$ cat src/rtl/ffsot_pkg.sv
`default_nettype none
package ffsot_pkg;

	// sizing
	localparam int SLOTS   = 64;
	localparam int ID_BITS = 16;

	// fixed port widths
	localparam int KIND_W  = 2;
	localparam int CID_W   = 16;
	localparam int SEAT_W  = 7;
	localparam int STAT_W  = 3;
	localparam int CAP_W   = 7;
	localparam int COUNT_W = 7;

	localparam int ID_W   = (ID_BITS < CID_W) ? ID_BITS : CID_W;
	localparam int IDX_W  = (SLOTS > 1) ? $clog2(SLOTS) : 1;
	localparam int CNT_W  = $clog2(SLOTS + 1);
	localparam int CMP_W  = (CNT_W > SEAT_W) ? CNT_W : SEAT_W;
	localparam int QDEPTH = 2;
	localparam int QPTR_W = 1;
	localparam int QCNT_W = 2;

	// request kinds
	localparam logic [KIND_W-1:0] KIND_RESERVE = 2'd0;
	localparam logic [KIND_W-1:0] KIND_RELEASE = 2'd1;
	localparam logic [KIND_W-1:0] KIND_QUERY   = 2'd2;

	typedef enum logic [STAT_W-1:0] {
		ST_OK       = 3'd0,
		ST_NO_FREE  = 3'd1,
		ST_RANGE    = 3'd2,
		ST_ALR_FREE = 3'd3,
		ST_ID_ZERO  = 3'd4
	} status_t;

	typedef enum logic [1:0] {
		OP_NONE    = 2'd0,
		OP_RESERVE = 2'd1,
		OP_RELEASE = 2'd2,
		OP_QUERY   = 2'd3
	} op_t;

	// classified command, front to back
	typedef struct packed {
		op_t              op;
		status_t          status;
		logic [ID_W-1:0]  id;
		logic [IDX_W-1:0] idx;
	} cmd_t;

endpackage
`default_nettype wire

$ cat src/rtl/first_free_slot_owner_table_core.sv
`default_nettype none
// channel   handshake              word
// in        in_valid / in_ready    kind, client_id, seat
// out       out_valid / out_ready  status, seat_number, owner_id, free_count,
//                                  occupied_count
// cfg       cfg_write (no wait)    cfg_data = capacity
//
// Reserve, errors and unused kind load the result straight from the queue head;
// release and query of a busy slot pass through B_READ for the registered read of the owner RAM.
// A 2-word command queue lets the front keep taking words while a result
// waits in the output register. Reset clears the busy map and count at once;
// the owner RAM is never cleared, busy bits mark which entries hold an id.
// A capacity write does the same clear.
module first_free_slot_owner_table_core
	import ffsot_pkg::*;
(
	input  wire logic               clk,
	input  wire logic               arst_n,
	input  wire logic               cfg_write,
	input  wire logic [CAP_W-1:0]   cfg_data,
	input  wire logic               in_valid,
	output logic                    in_ready,
	input  wire logic [KIND_W-1:0]  kind,
	input  wire logic [CID_W-1:0]   client_id,
	input  wire logic [SEAT_W-1:0]  seat,
	output logic                    out_valid,
	input  wire logic               out_ready,
	output logic [STAT_W-1:0]       status,
	output logic [SEAT_W-1:0]       seat_number,
	output logic [CID_W-1:0]        owner_id,
	output logic [COUNT_W-1:0]      free_count,
	output logic [COUNT_W-1:0]      occupied_count
);

	logic [CAP_W-1:0] cap_q;
	logic [CNT_W-1:0] usable;
	cmd_t             front_cmd;
	cmd_t             head_cmd;
	logic             q_not_full;
	logic             q_not_empty;
	logic             q_pop;

	// capacity register; the usable count derived from it saturates to the table size
	always_ff @(posedge clk or negedge arst_n) begin
		if (!arst_n) begin
			cap_q <= CAP_W'(64);
		end else if (cfg_write) begin
			cap_q <= cfg_data;
		end
	end

	assign usable   = (CMP_W'(cap_q) > CMP_W'(SLOTS)) ? CNT_W'(SLOTS) : CNT_W'(cap_q);
	assign in_ready = q_not_full;

	// front: range and id checks
	ffsot_front u_front (
		.kind     (kind),
		.client_id(client_id),
		.seat     (seat),
		.usable   (usable),
		.cmd      (front_cmd)
	);

	ffsot_queue u_queue (
		.clk      (clk),
		.arst_n   (arst_n),
		.push     (in_valid),
		.push_cmd (front_cmd),
		.not_full (q_not_full),
		.pop      (q_pop),
		.not_empty(q_not_empty),
		.head     (head_cmd)
	);

	// back: busy map, slot search, owner RAM, result register
	ffsot_back u_back (
		.clk           (clk),
		.arst_n        (arst_n),
		.clear         (cfg_write),
		.usable        (usable),
		.cmd_valid     (q_not_empty),
		.cmd           (head_cmd),
		.cmd_pop       (q_pop),
		.out_valid     (out_valid),
		.out_ready     (out_ready),
		.status        (status),
		.seat_number   (seat_number),
		.owner_id      (owner_id),
		.free_count    (free_count),
		.occupied_count(occupied_count)
	);

endmodule
`default_nettype wire

$ cat src/rtl/ffsot_ram.sv
`default_nettype none
module ffsot_ram #(
	parameter int WIDTH = 16,
	parameter int DEPTH = 64
) (
	input  wire logic                                  clk,
	input  wire logic                                  we,
	input  wire logic [((DEPTH > 1) ? $clog2(DEPTH) : 1)-1:0] waddr,
	input  wire logic [WIDTH-1:0]                      wdata,
	input  wire logic                                  re,
	input  wire logic [((DEPTH > 1) ? $clog2(DEPTH) : 1)-1:0] raddr,
	output logic      [WIDTH-1:0]                      rdata
);

	logic [WIDTH-1:0] mem_q [DEPTH];

	always_ff @(posedge clk) begin
		if (we) begin
			mem_q[waddr] <= wdata;
		end
		if (re) begin
			rdata <= mem_q[raddr];
		end
	end

endmodule
`default_nettype wire

$ cat src/rtl/ffsot_front.sv
`default_nettype none
module ffsot_front
	import ffsot_pkg::*;
(
	input  wire logic [KIND_W-1:0] kind,
	input  wire logic [CID_W-1:0]  client_id,
	input  wire logic [SEAT_W-1:0] seat,
	input  wire logic [CNT_W-1:0]  usable,
	output cmd_t                   cmd
);

	logic [ID_W-1:0] id;
	logic            seat_bad;

	assign id       = client_id[ID_W-1:0];
	assign seat_bad = (seat == '0) || (CMP_W'(seat) > CMP_W'(usable));

	// classify: everything decidable without the busy map
	always_comb begin
		cmd.op     = OP_NONE;
		cmd.status = ST_OK;
		cmd.id     = id;
		cmd.idx    = IDX_W'(seat - SEAT_W'(1));
		unique case (kind)
			KIND_RESERVE: begin
				if (id == '0) begin
					cmd.status = ST_ID_ZERO;
				end else begin
					cmd.op = OP_RESERVE;
				end
			end
			KIND_RELEASE, KIND_QUERY: begin
				if (seat_bad) begin
					cmd.status = ST_RANGE;
				end else if (kind == KIND_RELEASE) begin
					cmd.op = OP_RELEASE;
				end else begin
					cmd.op = OP_QUERY;
				end
			end
			default: begin
				cmd.op = OP_NONE;
			end
		endcase
	end

endmodule
`default_nettype wire

$ cat src/rtl/ffsot_queue.sv
`default_nettype none
module ffsot_queue
	import ffsot_pkg::*;
(
	input  wire logic clk,
	input  wire logic arst_n,
	input  wire logic push,
	input  cmd_t      push_cmd,
	output logic      not_full,
	input  wire logic pop,
	output logic      not_empty,
	output cmd_t      head
);

	cmd_t              slot_q [QDEPTH];
	logic [QPTR_W-1:0] wr_ptr_q;
	logic [QPTR_W-1:0] rd_ptr_q;
	logic [QCNT_W-1:0] cnt_q;

	assign not_full  = (cnt_q != QCNT_W'(QDEPTH));
	assign not_empty = (cnt_q != '0);
	assign head      = slot_q[rd_ptr_q];

	always_ff @(posedge clk) begin
		if (push && not_full) begin
			slot_q[wr_ptr_q] <= push_cmd;
		end
	end

	always_ff @(posedge clk or negedge arst_n) begin
		if (!arst_n) begin
			wr_ptr_q <= '0;
			rd_ptr_q <= '0;
			cnt_q    <= '0;
		end else begin
			if (push && not_full) begin
				wr_ptr_q <= wr_ptr_q + QPTR_W'(1);
			end
			if (pop && not_empty) begin
				rd_ptr_q <= rd_ptr_q + QPTR_W'(1);
			end
			unique case ({push && not_full, pop && not_empty})
				2'b10:   cnt_q <= cnt_q + QCNT_W'(1);
				2'b01:   cnt_q <= cnt_q - QCNT_W'(1);
				default: cnt_q <= cnt_q;
			endcase
		end
	end

endmodule
`default_nettype wire

$ cat src/rtl/ffsot_back.sv
`default_nettype none
module ffsot_back
	import ffsot_pkg::*;
(
	input  wire logic               clk,
	input  wire logic               arst_n,
	input  wire logic               clear,
	input  wire logic [CNT_W-1:0]   usable,
	input  wire logic               cmd_valid,
	input  cmd_t                    cmd,
	output logic                    cmd_pop,
	output logic                    out_valid,
	input  wire logic               out_ready,
	output logic [STAT_W-1:0]       status,
	output logic [SEAT_W-1:0]       seat_number,
	output logic [CID_W-1:0]        owner_id,
	output logic [COUNT_W-1:0]      free_count,
	output logic [COUNT_W-1:0]      occupied_count
);

	typedef enum logic [1:0] {
		B_IDLE = 2'b01,
		B_READ = 2'b10
	} bstate_t;

	bstate_t          state_q;
	logic [SLOTS-1:0] busy_q;
	logic [CNT_W-1:0] taken_q;
	logic             out_valid_q;

	logic             out_free;
	logic [SLOTS-1:0] free_vec;
	logic             found;
	logic [IDX_W-1:0] found_idx;
	logic             busy_set, busy_clr, take_inc, take_dec;
	logic             ram_we, ram_re, go_read;
	status_t          r_status;
	logic [SEAT_W-1:0] r_seat;
	logic [CNT_W-1:0] taken_next;
	logic [ID_W-1:0]  ram_rdata;

	assign out_free  = !out_valid_q || out_ready;
	assign cmd_pop   = (state_q == B_IDLE) && cmd_valid && out_free;
	assign out_valid = out_valid_q;

	// lowest free slot below the usable capacity
	always_comb begin
		free_vec  = '0;
		found     = 1'b0;
		found_idx = '0;
		for (int i = 0; i < SLOTS; i++) begin
			free_vec[i] = !busy_q[i] && (CNT_W'(i) < usable);
		end
		for (int i = SLOTS - 1; i >= 0; i--) begin
			if (free_vec[i]) begin
				found     = 1'b1;
				found_idx = IDX_W'(i);
			end
		end
	end

	always_comb begin
		busy_set = 1'b0;
		busy_clr = 1'b0;
		take_inc = 1'b0;
		take_dec = 1'b0;
		ram_we   = 1'b0;
		ram_re   = 1'b0;
		go_read  = 1'b0;
		r_status = cmd.status;
		r_seat   = '0;
		unique case (cmd.op)
			OP_RESERVE: begin
				if (found) begin
					busy_set = 1'b1;
					take_inc = 1'b1;
					ram_we   = 1'b1;
					r_status = ST_OK;
					r_seat   = SEAT_W'(found_idx) + SEAT_W'(1);
				end else begin
					r_status = ST_NO_FREE;
				end
			end
			OP_RELEASE: begin
				if (busy_q[cmd.idx]) begin
					busy_clr = 1'b1;
					take_dec = 1'b1;
					ram_re   = 1'b1;
					go_read  = 1'b1;
				end else begin
					r_status = ST_ALR_FREE;
				end
			end
			OP_QUERY: begin
				// a free slot answers owner 0 without a read
				if (busy_q[cmd.idx]) begin
					ram_re  = 1'b1;
					go_read = 1'b1;
				end
			end
			default: begin
				r_status = cmd.status;
			end
		endcase
	end

	always_comb begin
		taken_next = taken_q;
		if (cmd_pop && take_inc) begin
			taken_next = taken_q + CNT_W'(1);
		end else if (cmd_pop && take_dec) begin
			taken_next = taken_q - CNT_W'(1);
		end
	end

	ffsot_ram #(
		.WIDTH(ID_W),
		.DEPTH(SLOTS)
	) u_owner_ram (
		.clk  (clk),
		.we   (cmd_pop && ram_we),
		.waddr(found_idx),
		.wdata(cmd.id),
		.re   (cmd_pop && ram_re),
		.raddr(cmd.idx),
		.rdata(ram_rdata)
	);

	always_ff @(posedge clk or negedge arst_n) begin
		if (!arst_n) begin
			state_q     <= B_IDLE;
			busy_q      <= '0;
			taken_q     <= '0;
			out_valid_q <= 1'b0;
		end else if (clear) begin
			busy_q  <= '0;
			taken_q <= '0;
		end else begin
			taken_q <= taken_next;
			if (cmd_pop && busy_set) begin
				busy_q[found_idx] <= 1'b1;
			end
			if (cmd_pop && busy_clr) begin
				busy_q[cmd.idx] <= 1'b0;
			end
			unique case (state_q)
				B_IDLE: begin
					if (cmd_pop && go_read) begin
						state_q <= B_READ;
					end
					if (cmd_pop && !go_read) begin
						out_valid_q <= 1'b1;
					end else if (out_ready) begin
						out_valid_q <= 1'b0;
					end
				end
				B_READ: begin
					if (out_free) begin
						state_q     <= B_IDLE;
						out_valid_q <= 1'b1;
					end
				end
				default: begin
					state_q <= B_IDLE;
				end
			endcase
		end
	end

	// result word
	always_ff @(posedge clk) begin
		if (cmd_pop && !go_read) begin
			status         <= r_status;
			seat_number    <= r_seat;
			owner_id       <= '0;
			free_count     <= COUNT_W'(usable - taken_next);
			occupied_count <= COUNT_W'(taken_next);
		end else if (state_q == B_READ && out_free) begin
			status         <= ST_OK;
			seat_number    <= '0;
			owner_id       <= CID_W'(ram_rdata);
			free_count     <= COUNT_W'(usable - taken_q);
			occupied_count <= COUNT_W'(taken_q);
		end
	end

endmodule
`default_nettype wire

$ cat config.mk
export PLATFORM = sky130hd
export DESIGN_NAME = first_free_slot_owner_table_core
export DESIGN_NICKNAME = d
export VERILOG_FILES = /design/src/rtl/ffsot_pkg.sv /design/src/rtl/first_free_slot_owner_table_core.sv /design/src/rtl/ffsot_ram.sv /design/src/rtl/ffsot_front.sv /design/src/rtl/ffsot_queue.sv /design/src/rtl/ffsot_back.sv
export SDC_FILE = /design/constraint.sdc
export NUM_CORES = 1
export LEC_CHECK = 0
export BUFFER_PORTS_ARGS = -buffer_cell sky130_fd_sc_hd__buf_2
export CAP_MARGIN = 10
export CORE_MARGIN = 5
export CORE_UTILIZATION = 45
export DETAILED_ROUTE_END_ITERATION = 8
export GPL_ROUTABILITY_DRIVEN = 0
export PLACE_DENSITY = 0.7
export SKIP_CTS_REPAIR_TIMING = 1
export SLEW_MARGIN = 40
export SYNTH_ARGS = -nofsm -noshare
export SYNTH_HDL_FRONTEND = slang
export SYNTH_SLANG_ARGS = --single-unit
$ cat constraint.sdc
create_clock -name clk -period 5.1 [get_ports clk]
set_input_delay 0 -clock clk [delete_from_list [all_inputs] [get_ports clk]]
set_output_delay 0 -clock clk [all_outputs]
set_load 0.02 [all_outputs]
# Word level (Yosys, flattened, before mapping)
# Memory sizes are Yosys's and may differ from the RTL's. A register that Yosys moved wholly into a read port is not among the register bits.
# Cells that the tools add are included.
# totals
ram_bits	1078
inputBits	37
mem_count	2
ff_bits	125
# classes
muxes	179
n_eq_ne	13
n_lt_le_gt_ge	70
n_bitwise	4
n_addsub	10
n_reduce_logical	154
# mem_list
name	depth	word_bits	rd	rd_ports_with_merged_regs	wr	line	source
u_back.u_owner_ram.mem_q	64	16	1	1	1	ffsot_ram.sv:15	logic [WIDTH-1:0] mem_q [DEPTH];
u_queue.slot_q	2	27	1	0	1	ffsot_queue.sv:15	cmd_t slot_q [QDEPTH];
# op_table
op	n
2-to-1 mux 6 bit	64
2-to-1 mux 64 bit	4
less-than comparator 6 x 7 -> 1 bit (first input constant)	32
less-than comparator 5 x 7 -> 1 bit (first input constant)	16
2-to-1 mux 7 bit	12
2-to-1 mux 1 bit	82
logical AND 1 bit	75
logical NOT 1 bit	66
AND 64 bit	1
inverter 64 bit	1
bitwise OR 64 bit	1
less-than comparator 4 x 7 -> 1 bit (first input constant)	8
less-than comparator 3 x 7 -> 1 bit (first input constant)	4
logical NOT 16 bit	1
less-than comparator 1 x 7 -> 1 bit (first input constant)	2
less-than comparator 2 x 7 -> 1 bit (first input constant)	2
less-than comparator 6 x 7 -> 1 bit (second input constant)	2
subtractor 7 bit	2
demux 1 bit (select 6 bit)	2
>= comparator 6 x 1 -> 1 bit (second input constant)	2
2-to-1 mux 3 bit	4
case mux 2 bit (2 select lines)	3
case mux 3 bit (2 select lines)	2
equality test 2 bit (second input constant)	5
other kinds (24)	37

# Depth between registers and ports, before layout
# logic_depth
depth_word	78
depth_mapped	21

# By module
# A second synthesis with hierarchy kept.
# unflattened
hier_cells	2937
hier_area_um2	51177.8
# by_module_without_submodules
mod	n_inst	cells_each	area_each_um2	seq_area_each_um2
ffsot_ram	1	1829	40202.3	31230.0
ffsot_back	1	914	7966.4	2894.0
ffsot_queue	1	101	2154.6	1721.7
ffsot_front	1	71	520.5	0.0
first_free_slot_owner_table_core	1	22	334.1	176.4

# Worst setup path after synthesis
# No wires, ideal clock.
# synth_path
path_type	register to register
startpoint	register cap_q[6]
endpoint	memory u_back.u_owner_ram.mem_q[33][0] (enable)
period_less_slack_ps	4751
required_time_ps	4666
path_stages_with_launch	13
path_slack_ps	349
arrival_ps	4317
n_path_buf	3
path_cell_list	dfstp_2 > buf_6 > buf_6 > o21bai_1 > a21oi_1 > o41a_1 > a211oi_1 > nand4_1 > nor2_1 > nand2_1 > or2_1 > clkbuf_1 > nor4_1
# synth_between
elab_chain_cells	73
elab_cells_between_ends	263
cone_classes	order compare: 65; mux: 133; reduce/logical: 65
# synth_rtl
item	line	source
start, declared	first_free_slot_owner_table_core.sv:35	logic [CAP_W-1:0] cap_q;
start signal, assigned	first_free_slot_owner_table_core.sv:48	cap_q <= cfg_data;
> comparator 7 bit	first_free_slot_owner_table_core.sv:52	assign usable = (CMP_W'(cap_q) > CMP_W'(SLOTS)) ? CNT_W'(SLOTS) : CNT_W'(cap_q);
2-to-1 mux 7 bit *	first_free_slot_owner_table_core.sv:52	
less-than comparator 6 x 7 -> 1 bit	ffsot_back.sv:52	free_vec[i] = !busy_q[i] && (CNT_W'(i) < usable);
logical AND 1 bit	ffsot_back.sv:52	
2-to-1 mux 1 bit (64 in series)	ffsot_back.sv:55	if (free_vec[i]) begin
2-to-1 mux 1 bit	ffsot_back.sv:74	if (found) begin
2-to-1 mux 1 bit	ffsot_back.sv:72	unique case (cmd.op)
logical AND 1 bit	ffsot_back.sv:121	.we (cmd_pop && ram_we),
2-to-1 mux 1 bit	ffsot_ram.sv:18	if (we) begin
2-to-1 mux 1 bit (implied by the code)	ffsot_ram.sv:19	mem_q[waddr] <= wdata;
end, declared	ffsot_ram.sv:15	
# Mark *: on every way between the ends. The rest lies on a longest branch, timed or not.

# Final worst setup path
# layout_path
startpoint	register u_queue.rd_ptr_q
endpoint	register u_back.free_count[5], data pin
# layout_between
elab_chain_cells	10
elab_cells_between_ends	19
cone_classes	add/sub: 1; eq/ne: 3; mux: 9; reduce/logical: 5; memory: 1
# layout_rtl
item	line	source
start, declared	ffsot_queue.sv:17	logic [QPTR_W-1:0] rd_ptr_q;
start signal, assigned	ffsot_queue.sv:40	rd_ptr_q <= rd_ptr_q + QPTR_W'(1);
memory (2 x 27 bit) *	n/a	
binary-select mux 1 bit (select 6 bit)	ffsot_back.sv:85, ffsot_back.sv:96	
2-to-1 mux 1 bit (implied by the code)	ffsot_back.sv:85, ffsot_back.sv:96	
2-to-1 mux 1 bit	ffsot_back.sv:85, ffsot_back.sv:96	
2-to-1 mux 1 bit	ffsot_back.sv:72	
logical AND 1 bit	ffsot_back.sv:111	end else if (cmd_pop && take_dec) begin
2-to-1 mux 7 bit	ffsot_back.sv:111	
2-to-1 mux 7 bit	ffsot_back.sv:109	if (cmd_pop && take_inc) begin
subtractor 7 bit	ffsot_back.sv:176	free_count <= COUNT_W'(usable - taken_next);
2-to-1 mux 7 bit *	ffsot_back.sv:172	if (cmd_pop && !go_read) begin
end signal, assigned	ffsot_back.sv:176	
end signal, assigned	ffsot_back.sv:182	free_count <= COUNT_W'(usable - taken_q);
end, declared	ffsot_back.sv:17	output logic [COUNT_W-1:0] free_count,
# Mark *: on every way between the ends. The rest lies on a longest branch, timed or not. The select of a mux whose other input is x is not followed.
# A chain may end at the register's enable or synchronous reset.

==> results by group <==
Outcome
  – Status: completed

Finish
  – Nets@finish: 3547
  – Register Area: ~36000 sq um
  – Area growth from synthesis to layout: 15.2%
  – Most frequent cells in the layout: 1116 x edfxtp_1, 373 x a22oi_1, 220 x nand2_1
  – Fin cells: around 5000
  – Fillcell total: 8541
  – Commonest non-fill, non-tap cell in the layout: edfxtp_1
  – Final core occ: between 50% and 60%
  – Multi-input gate area in the final layout: between 10000 and 15000 sq um
  – Layout cells sized above 1: 16.1%

Critical path
  – Critical-path maximum fanout: 19
  – Cells on worst reg2reg path: 16
  – CP Capture Type: flop
  – Critical Path Max Stage Delay: 0.59 ns
  – Crit path depth: 16
  – CP Cell Sequence: mux2_2, nand2_1, a311oi_1, o22ai_1, a222oi_1, nand3_1, nor3_4, nand2_1, o21ai_0, nand2_1, xor2_1, ha_1, a21oi_1, maj3_2, maj3_2, xnor2_1
  – Buf/Inv on CP: 0
  – Worst path most repeated cell: nand2_1
  – Critical path's top delay family: compound AO/OA/AOI/OAI gates
  – Worst Path Required: 5.56 ns
  – CP startpoint kind: flop
  – Critical path data arrival time: ~5.4 ns
  – CP Class: flop to flop
  – Slowest cell on crit path: dfrtp_4

Min path
  – Hold/Removal Path Class: input port to flop
  – Worst hold path depth: 2

Die
  – I/O pins: 79
  – Die W: 339 um
  – Die area: 115000 sq um
  – Initial core utilization: 45.4%
  – Placement row count: 120
  – DIE HEIGHT: 339 um
  – Total core area: ~110000 sq um

Routing
  – WL/cell: between 30 and 40 um
  – Count of TritonRoute iterations in the first routing pass: 9
  – DR vias: 32779
  – Vias per inst: between 6 and 7
  – DRC violations left: 0
  – Final WL: 150 mm
  – Post-DRT Antenna Nets: 0
  – Initial drt markers: 5079

Yosys
  – Total number of yosys warnings: 0
  – Number of synthesized flops with an enable pin: 1116
  – Sequential share of the synthesized area: 73.7%
  – Most common flop cell mapped by yosys: edfxtp_1
  – Count of state elements after synthesis: 1217
  – Mapped Area: 48800 sq um
  – Avg Cell Area, Syn: 15.0 sq um
  – Synth Instances: 3250
  – Post-Syn Nets: 3311
  – Asr flop ratio synth: 6.98%
  – Distinct cells, synth: 109

Global route
  – Vias in the first global route: 31151
  – Met1 usage: 33.9%
  – Most used routing layer: met2
  – GR Util met2: between 30% and 40%
  – Total gr overflow: 0
  – Initial antenna violation count: 9
  – First-pass GRT wire length: 217 mm
  – Met3 GRT Util: 6.87%
  – Pin count of the biggest net entering global routing: 112
  – Gr usage total: 25.2%

Flow run
  – Max-Cap Viols: 0

Place
  – I/O Buffers: 78
  – Hpwl dp: 92.8 mm
  – Placed insts: 4720
  – Pre-CTS setup slack: 0.229 ns

Timing
  – Worst Tran Pin Value: 1.00 ns
  – Final Setup Violations: 0
  – Tcrit/Tclk final: a little over nine tenths
  – RSZ-0062 raised after global routing: false
  – Final worst slack: 0.213 ns
  – Relative slew slack: 32.5%
  – Slew Limit Fails: 0
  – Final Hold Viols: 0
  – Final min period: 4.89 ns
  – Worst clock skew: 0.0386 ns
  – TNS Setup: 0 ns
  – Max frequency: 0.205 GHz
  – Hold_ws: 0.0392 ns

Clock network
  – Clk_lat worst skew: 0.73 ns
  – Clock transition at the registers of the reported paths: 0.06 ns
  – Cts bufs inserted: 116
  – Clk sinks: 1217
  – Htree depth: 3
  – Root Buffer: clkbuf_16
  – CTS Buffer Depth: 3
  – CTS tree: yes

Power and ir drop
  – Worst vdd ir: 0.000380 V
  – PwrDens: 529 nW/um^2
  – P_leak: approximately 18 nW
-- cells in the mapped netlist, drive strengths merged (5+ instances only) --
cell type / n / area [sq um]
edfxtp: 1116 / 33500
a22oi: 373 / 2800
nand2: 222 / 833
a21oi: 189 / 950
clkbuf: 137 / 514
nor2: 117 / 449
o21ai: 95 / 490
dfrtp: 83 / 2080
inv: 75 / 282
buf: 67 / 343
a221oi: 51 / 453
nand4: 51 / 319
nor3: 49 / 278
a22o: 47 / 412
a31oi: 47 / 309
nand3: 43 / 215
a222oi: 34 / 340
o21a: 28 / 210
a211oi: 24 / 193
mux2: 24 / 270
a41oi: 23 / 201
ha: 23 / 288
nor4: 22 / 183
xnor2: 19 / 193
and2: 17 / 109
dfxtp: 16 / 320
mux2i: 16 / 173
nand2b: 16 / 100
and3: 15 / 93.8
a21o: 14 / 113
o211ai: 12 / 90.1
o22ai: 12 / 75.1
or3: 11 / 73.8
nor3b: 10 / 75.1
xor2: 10 / 87.6
a311oi: 9 / 78.8
nor2b: 9 / 58.8
or2: 9 / 56.3
a221o: 8 / 80.1
a41o: 7 / 70.1
nand3b: 7 / 52.6
o41ai: 7 / 83.8
a2111oi: 5 / 43.8
a21boi: 5 / 41.3
o211a: 5 / 50.1
-- layout make-up --
type                       instances  share of cell area (%)
antenna                            1                 0.00445
multi-input combinational       1754                    21.4
sequential                      1217                    64.0
clock buffer                     146                    5.38
timing repair buffer             322                    4.56
inverter                          75                   0.501
tap                             1403                    3.12
clock inverter                    72                    1.05
-- layer usage --
metal  vias up  routed length (um)
met2      2494               66500
li1      13611                   -
met4         8                8650
met3       462               19700
met5         -                  63
met1     16204               55100
-- sequential cells by signal, indices dropped and copies added, names as in the netlist, 3 cells and up --
name	cells
u_back.status	3
u_back.free_count	7
u_back.owner_id	16
u_back.taken_q	7
u_queue.slot_q	52
u_back.u_owner_ram.rdata	16
u_back.busy_q	64
u_back.u_owner_ram.mem_q	1024
cap_q	7
u_back.seat_number	7
u_back.occupied_count	7
-- power breakdown --
part	internal [W]	total [W]	switching (W)	leakage (nW)
Clock	0.00448	0.00819	0.00371	1.76
Combinational	0.00237	0.00878	0.00641	5.29
Sequential	0.0125	0.0128	0.000225	11.4
-- path summary, 6_finish.rpt --
path	from	to	slack, ns
setup reg to reg	u_queue.rd_ptr_q	u_back.free_count[5]	0.21
min in group asynchronous	arst_n	cap_q[2]	0.44
setup / recovery	u_queue.rd_ptr_q	u_back.free_count[5]	0.21
hold reg to reg	u_back.owner_id[1]	u_back.owner_id[1]	0.45
hold / removal	client_id[12]	u_queue.slot_q[1][18]	0.04
max in group asynchronous	arst_n	cap_q[3]	3.58
-- logic make-up (layout without fill, tap and decap cells) --
kind of cell	after synthesis	after routing	share of synthesized area (%)
simple gates	621	621	6.43
xor+xnor	29	29	0.575
compound gates	1037	1037	15.3
mux	41	41	0.954
flops	1217	1217	73.7
fa+ha+maj	26	26	0.677
buf+inv	279	615	2.33
other cells	0	1	0
-- metrics by stage --
| stage | area (sq um) | total power, W |
|---|---|---|
| 2_1_floorplan | 48800 | 0.0175 |
| 3_3_place_gp | 52000 | 0.0213 |
| 3_5_place_dp | 52000 | 0.0214 |
| 4_1_cts | 55600 | 0.0295 |
| 5_1_grt | 56200 | 0.0306 |
| 6_report | 56200 | 0.0297 |
Power figures use the tool's default switching activity.
